### src/hdl/wssb_pkg.sv
package wssb_pkg;

  // Fixed field widths
  localparam int COORD_W = 32;
  localparam int CH_W    = 16;
  localparam int ADDR_W  = 16;
  localparam int CFG_W   = 9;
  localparam int TEXEL_W = 3 * CH_W;

  // Grid limits and weight precision
  localparam int MAX_WIDTH  = 256;
  localparam int MAX_HEIGHT = 256;
  localparam int FRAC_BITS  = 16;
  localparam int WGT_W      = FRAC_BITS + 1;
  localparam logic [WGT_W-1:0] ONE = {1'b1, {FRAC_BITS{1'b0}}};

  // Wrapped cell widths (cell index < size-1)
  localparam int MY_W = $clog2(MAX_WIDTH);
  localparam int MZ_W = $clog2(MAX_HEIGHT);

  // Integer part of a Q16.16 coordinate after scale and shift
  localparam int INT_W       = 33;
  localparam int WRAP_STEPS  = 4;
  localparam int WRAP_STAGES = (INT_W + WRAP_STEPS - 1) / WRAP_STEPS;
  localparam int WRAP_BITS   = WRAP_STAGES * WRAP_STEPS;

  // Banked store: two copies, each split by address parity
  localparam int RAM_DEPTH = 2 ** (ADDR_W - 1);
  localparam int RAM_AW    = ADDR_W - 1;

  // Configuration port
  localparam int CFG_AW = 5;
  localparam int CFG_DW = 32;
  localparam logic [2:0] REG_SCALE_Y = 3'd0;
  localparam logic [2:0] REG_SCALE_Z = 3'd1;
  localparam logic [2:0] REG_SHIFT_Y = 3'd2;
  localparam logic [2:0] REG_SHIFT_Z = 3'd3;
  localparam logic [2:0] REG_WIDTH   = 3'd4;
  localparam logic [2:0] REG_HEIGHT  = 3'd5;

  // Operation codes
  localparam logic OP_WRITE  = 1'b0;
  localparam logic OP_SAMPLE = 1'b1;

  typedef struct packed {
    logic                      operation;
    logic [ADDR_W-1:0]         texel_index;
    logic [CH_W-1:0]           texel_red;
    logic [CH_W-1:0]           texel_green;
    logic [CH_W-1:0]           texel_blue;
    logic signed [COORD_W-1:0] coord_y;
    logic signed [COORD_W-1:0] coord_z;
  } wssb_in_t;

  typedef struct packed {
    logic [CH_W-1:0] color_red;
    logic [CH_W-1:0] color_green;
    logic [CH_W-1:0] color_blue;
  } wssb_out_t;

  // Write part of an item, carried down the pipe
  typedef struct packed {
    logic               operation;
    logic [ADDR_W-1:0]  texel_index;
    logic [TEXEL_W-1:0] texel;
  } wssb_wr_t;

  typedef struct packed {
    wssb_wr_t         wr;
    logic [WGT_W-1:0] wgt_y;
    logic [WGT_W-1:0] wgt_z;
    logic [MY_W:0]    width;
  } wssb_side_t;

  typedef struct packed {
    logic [INT_W-1:0] mag_y;
    logic             neg_y;
    logic [MY_W-1:0]  m_y;
    logic [INT_W-1:0] mag_z;
    logic             neg_z;
    logic [MZ_W-1:0]  m_z;
    wssb_side_t       side;
  } wssb_wrap_in_t;

  typedef struct packed {
    logic [MY_W-1:0] cell_y;
    logic [MZ_W-1:0] cell_z;
    wssb_side_t      side;
  } wssb_wrap_out_t;

  // Linear blend p*(1-w1) + q*w1, low bits dropped, saturated to a channel
  function automatic logic [CH_W-1:0] lerp(input logic [CH_W-1:0] p,
                                           input logic [CH_W-1:0] q,
                                           input logic [WGT_W-1:0] w1);
    logic [WGT_W-1:0]                  w0;
    logic [CH_W+WGT_W:0]               acc;
    logic [CH_W+WGT_W-FRAC_BITS:0]     r;
    w0  = ONE - w1;
    acc = p * w0 + q * w1;
    r   = acc[CH_W+WGT_W:FRAC_BITS];
    if (|r[CH_W+WGT_W-FRAC_BITS:CH_W]) begin
      return '1;
    end
    return r[CH_W-1:0];
  endfunction

endpackage

### src/hdl/wssb_wrap.sv
module wssb_wrap (
  input  logic                    clk_i,
  input  logic                    rst_ni,
  input  logic                    in_valid_i,
  input  wssb_pkg::wssb_wrap_in_t in_i,
  output logic                    out_valid_o,
  output wssb_pkg::wssb_wrap_out_t out_o
);
  import wssb_pkg::*;

  localparam int RW = (MY_W > MZ_W) ? MY_W : MZ_W;

  typedef struct packed {
    wssb_wrap_in_t d;
    logic [RW-1:0] rem_y;
    logic [RW-1:0] rem_z;
  } stage_t;

  stage_t                 st_q [WRAP_STAGES];
  logic [WRAP_STAGES-1:0] v_q;
  wssb_wrap_out_t         out_q;
  logic                   ov_q;

  // Restoring remainder, a few magnitude bits per stage
  function automatic logic [RW-1:0] mod_steps(input logic [RW-1:0] rem,
                                              input logic [WRAP_STEPS-1:0] bits,
                                              input logic [RW-1:0] m);
    logic [RW:0]   x;
    logic [RW-1:0] r;
    r = rem;
    for (int k = WRAP_STEPS - 1; k >= 0; k--) begin
      x = {r, bits[k]};
      if (x >= {1'b0, m}) begin
        x = x - {1'b0, m};
      end
      r = x[RW-1:0];
    end
    return r;
  endfunction

  for (genvar s = 0; s < WRAP_STAGES; s++) begin : g_stage
    stage_t                 prev;
    logic                   prev_v;
    logic [WRAP_BITS-1:0]   ext_y;
    logic [WRAP_BITS-1:0]   ext_z;
    stage_t                 st_d;

    if (s == 0) begin : g_first
      assign prev   = '{d: in_i, rem_y: '0, rem_z: '0};
      assign prev_v = in_valid_i;
    end else begin : g_next
      assign prev   = st_q[s-1];
      assign prev_v = v_q[s-1];
    end

    assign ext_y = WRAP_BITS'(prev.d.mag_y);
    assign ext_z = WRAP_BITS'(prev.d.mag_z);

    always_comb begin
      st_d       = prev;
      st_d.rem_y = mod_steps(prev.rem_y, ext_y[WRAP_BITS-1-s*WRAP_STEPS -: WRAP_STEPS],
                             RW'(prev.d.m_y));
      st_d.rem_z = mod_steps(prev.rem_z, ext_z[WRAP_BITS-1-s*WRAP_STEPS -: WRAP_STEPS],
                             RW'(prev.d.m_z));
    end

    always_ff @(posedge clk_i or negedge rst_ni) begin
      if (!rst_ni) begin
        v_q[s] <= 1'b0;
      end else begin
        v_q[s] <= prev_v;
      end
    end

    always_ff @(posedge clk_i) begin
      st_q[s] <= st_d;
    end
  end

  // Make the remainder non-negative for negative integer parts
  stage_t         last;
  logic [RW-1:0]  cy;
  logic [RW-1:0]  cz;
  wssb_wrap_out_t out_d;

  assign last = st_q[WRAP_STAGES-1];

  always_comb begin
    cy = last.rem_y;
    cz = last.rem_z;
    if (last.d.neg_y && (last.rem_y != '0)) begin
      cy = RW'(last.d.m_y) - last.rem_y;
    end
    if (last.d.neg_z && (last.rem_z != '0)) begin
      cz = RW'(last.d.m_z) - last.rem_z;
    end
    out_d.cell_y = cy[MY_W-1:0];
    out_d.cell_z = cz[MZ_W-1:0];
    out_d.side   = last.d.side;
  end

  always_ff @(posedge clk_i or negedge rst_ni) begin
    if (!rst_ni) begin
      ov_q <= 1'b0;
    end else begin
      ov_q <= v_q[WRAP_STAGES-1];
    end
  end

  always_ff @(posedge clk_i) begin
    out_q <= out_d;
  end

  assign out_valid_o = ov_q;
  assign out_o       = out_q;

endmodule

### config.mk
export PLATFORM = sky130hd
export DESIGN_NAME = wssb_wrap
export DESIGN_NICKNAME = d
export VERILOG_FILES = /design/src/hdl/wssb_pkg.sv /design/src/hdl/wssb_wrap.sv
export SDC_FILE = /design/constraint.sdc
export NUM_CORES = 2
export LEC_CHECK = 0
export BUFFER_PORTS_ARGS = -buffer_cell sky130_fd_sc_hd__buf_2
export CAP_MARGIN = 10
export CORE_AREA = 2 2 436 438
export DETAILED_ROUTE_END_ITERATION = 6
export DIE_AREA = 0 0 438 440
export GPL_ROUTABILITY_DRIVEN = 0
export GPL_TIMING_DRIVEN = 0
export PLACE_DENSITY = 0.55
export SETUP_SLACK_MARGIN = 0.3
export SLEW_MARGIN = 30
export SYNTH_ARGS = -nofsm -noshare
export SYNTH_HDL_FRONTEND = slang
export SYNTH_SLANG_ARGS = --single-unit
### constraint.sdc
create_clock -name clk_i -period 16.99 [get_ports clk_i]
set_clock_uncertainty 0.05 [all_clocks]
set_input_delay 1.699 -clock clk_i [delete_from_list [all_inputs] [get_ports clk_i]]
set_output_delay 1.699 -clock clk_i [all_outputs]
set_load 0.02 [all_outputs]
==> flow_metrics.py <==
metrics = {
    "setup_path": {
        "cpPeakStageDelay_ps": 650,
        "reg2reg_slack_ps": 6500,
        "crit_path_end": "st_q[0][215]",
        "reg2regPathDepth": 40,
        "cp-start-kind": "flop",
        "path_max_fanout": 10,
        "worst_path_max_delay_cell": "a2111oi_0",
        "startpoint": "st_q[0][130]",
        "required_ps": 17580,
        "cp_top_family": "compound AO/OA/AOI/OAI gates",
        "end_kind": "flop",
        "r2r-start": "st_q[0][130]",
        "critPathKind": "reg2reg",
        "cp.arrival_ps": 11080,
        "critPathBufInv": 7,
        "path_depth": 40,
        "rr_endpoint": "st_q[0][215]",
        "cp_common_cell": "a21oi_1",
    },
    "synthesis": {
        "synth_top_family_by_area": "compound AO/OA/AOI/OAI gates",
        "yosysTopAreaCell": "dfxtp_1",
        "synth_fa_ha_area_share_pct": 13.0,
        "netlist_top_cells_count": "dfxtp_1 (1690), ha_1 (572), inv_1 (450), nand2_1 (301), o21ai_0 (290)",
        "synth_top_flop_cell": "dfxtp_1",
        "netlist_area_um2": 65600,
        "synth_compound_area_share_pct": 14.2,
        "ys_seq_area_share_pct": 52.0,
        "netlist.area_leader.share_pct": 51.6,
        "synth_cell_types": 104,
        "synth.area.top_cells": "dfxtp_1 (52%), ha_1 (11%), xnor2_1 (2.7%)",
        "synth_xor_area_share_pct": 4.15,
        "synth_simple_gate_area_share_pct": 9.95,
        "ys.warnings.count": 0,
        "syn_area_per_cell_um2": 10.9,
        "syn_inst": 6023,
        "post_synth_mux_area_share_pct": 3.72,
        "synth-seq-cells": 1700,
        "async_flop_share_pct": 0.588,
        "yosys.cell_count.top_type": "dfxtp_1",
        "synth_edf_count": 0,
    },
    "floorplanning": {
        "die-width_um": 438,
        "die_area_um2": 193000,
        "coreArea_um2": 189000,
        "initial_core_util_pct": 34.8,
        "io_pins": 320,
        "fp.dieH_um": 440,
        "fp-row-count": 160,
    },
    "detailed_routing": {
        "routedWlPerCell_um": 15.0,
        "drtPass1Iterations": 7,
        "wl_um": 137000,
        "drtAntennaViolNets": 0,
        "vias_per_cell": 4.77,
        "vias": 43700,
        "drt_first_iter_violations": 2100,
        "drc": 0,
    },
    "clock_tree": {
        "numCtsBuffers": 175,
        "clkLatencyLatePin_ps": 820,
        "cts.sinks": 1700,
        "cts_root_buf": "clkbuf_16",
        "cts_max_level": 4,
        "cts_buffer_depth": 3,
        "cts_hold_buffers": 0,
        "cts_tree": "built",
        "clk_pin_slew_ps": 60,
        "cts_resized": 0,
        "cts_setup_buffers": 0,
    },
    "min_path": {
        "hp-class": "reg2reg",
    },
    "grt": {
        "grt_pass1_wl_um": 221000,
        "met1_usage_pct": 17.4,
        "antenna_found_initial": 11,
        "grt_usage_pct": 14.0,
        "grt_start_max_net_pins": 17,
        "grt_pass1_vias": 43400,
        "grt_use_met3_pct": 2.60,
        "use_met2_pct": 24.4,
        "overflow": 0,
        "gr-max-usage-layer": "met2",
    },
    "sta": {
        "maxSlewHeadroom_pct": 41.0,
        "fin_crit_sh_pct": 61.8,
        "maxSlewViolCount": 0,
        "whs_ps": 242,
        "finalSetupTns_ps": 0,
        "post-route-min-period_ps": 10490,
        "hold_viol_final": 0,
        "worst_pin_slew_ps": 874,
        "setup_viol": 0,
        "rsz0062_at_grt": "no",
        "fmaxAchievable_mhz": 95.3,
    },
    "cells_and_area": {
        "regArea_um2": 34100,
        "layoutNonFillerInstCount": 9171,
        "area_delta_synth_final_pct": 16.3,
        "diodes": 0,
        "drive_above_1_share_pct": 13.2,
        "nets": 7359,
        "multi_input_comb_area_um2": 29500,
        "fillers": 18200,
    },
    "run_status": {
        "status": "complete, no violations",
    },
    "placed_design": {
        "hpwlAfterDp_um": 105000,
        "port_buffers": 319,
        "dp_cells": 8858,
    },
    "run": {
        "maxCapViolations": 0,
    },
}
layout by cell type (no fill, tap or decap), drive strengths merged, types with 35 or more instances in the layout:
cell / n
and2: 49
o21a: 104
nor3: 108
mux2: 139
inv: 460
clkinv: 42
buf: 347
o21bai: 36
o211ai: 53
nor2b: 115
mux2i: 86
nand3: 101
xnor2: 199
nand2: 302
ha: 572
o21ai: 303
clkbuf: 275
dfxtp: 1690
nor2: 283
a211oi: 35
xor2: 112
a21o: 144
nand4: 68
and3: 45
nand2b: 59
fa: 68
a21oi: 277
or2: 40
o31ai: 43
logic make-up after synthesis:
group | count (synthesis)
multiplexers | 225
XOR/XNOR | 311
AND/OR/NAND/NOR | 1283
flip-flops | 1700
adder cells (fa/ha/maj) | 640
other | 1
AO/OA/AOI/OAI | 1353
buffers and inverters | 510
worst min-delay path by stage:
| stage | startpoint | end | cells past startpoint |
|---|---|---|---|
| 2_1_floorplan | st_q[0][1680] | out_o[0] | 0 |
| 3_3_place_gp | st_q[0][1475] | st_q[0][1683] | 0 |
| 3_5_place_dp | st_q[0][803] | st_q[0][1011] | 0 |
| 4_1_cts | st_q[0][859] | st_q[0][1067] | 0 |
| 5_1_grt | st_q[0][859] | st_q[0][1067] | 0 |
| 6_report | st_q[0][859] | st_q[0][1067] | 0 |
registers in the layout, summed over array words and instances, names as in the netlist:
| name | cells |
|---|---|
| v_q | 1 |
| out_o | 124 |
| st_q | 1566 |
| g_stage.prev_v | 8 |
| out_valid_o | 1 |
metal layers:
layer	vias to the layer above	routed length [um]
met5	-	17
met4	4	3190
met3	234	5290
met2	727	66500
met1	20500	62400
li1	22300	-
through the flow:
stage / instance area [um2] / utilization, % / setup slack (ps)
after global routing: 76300 / 40.5 / 5670
after CTS: 76300 / 40.5 / 6610
after floorplan: 65600 / - / 8490
final: 76300 / 40.5 / 6500
after detailed placement: 70300 / 37.3 / 6670
after global placement: 70300 / 37.3 / 6900
cell type report:
| cell class | instances | share of cell area (%) |
|---|---|---|
| Buffer | 60 | 0.380 |
| Clock buffer | 243 | 6.55 |
| Clock inverter | 70 | 1.25 |
| Inverter | 450 | 2.21 |
| Multi-Input combinational cell | 3818 | 38.7 |
| Sequential cell | 1700 | 44.7 |
| Tap cell | 2511 | 4.12 |
| Timing Repair Buffer | 319 | 2.09 |
Power is not shown: default switching activity piles up to over one toggle a cycle in this logic, so the estimate is an artifact.
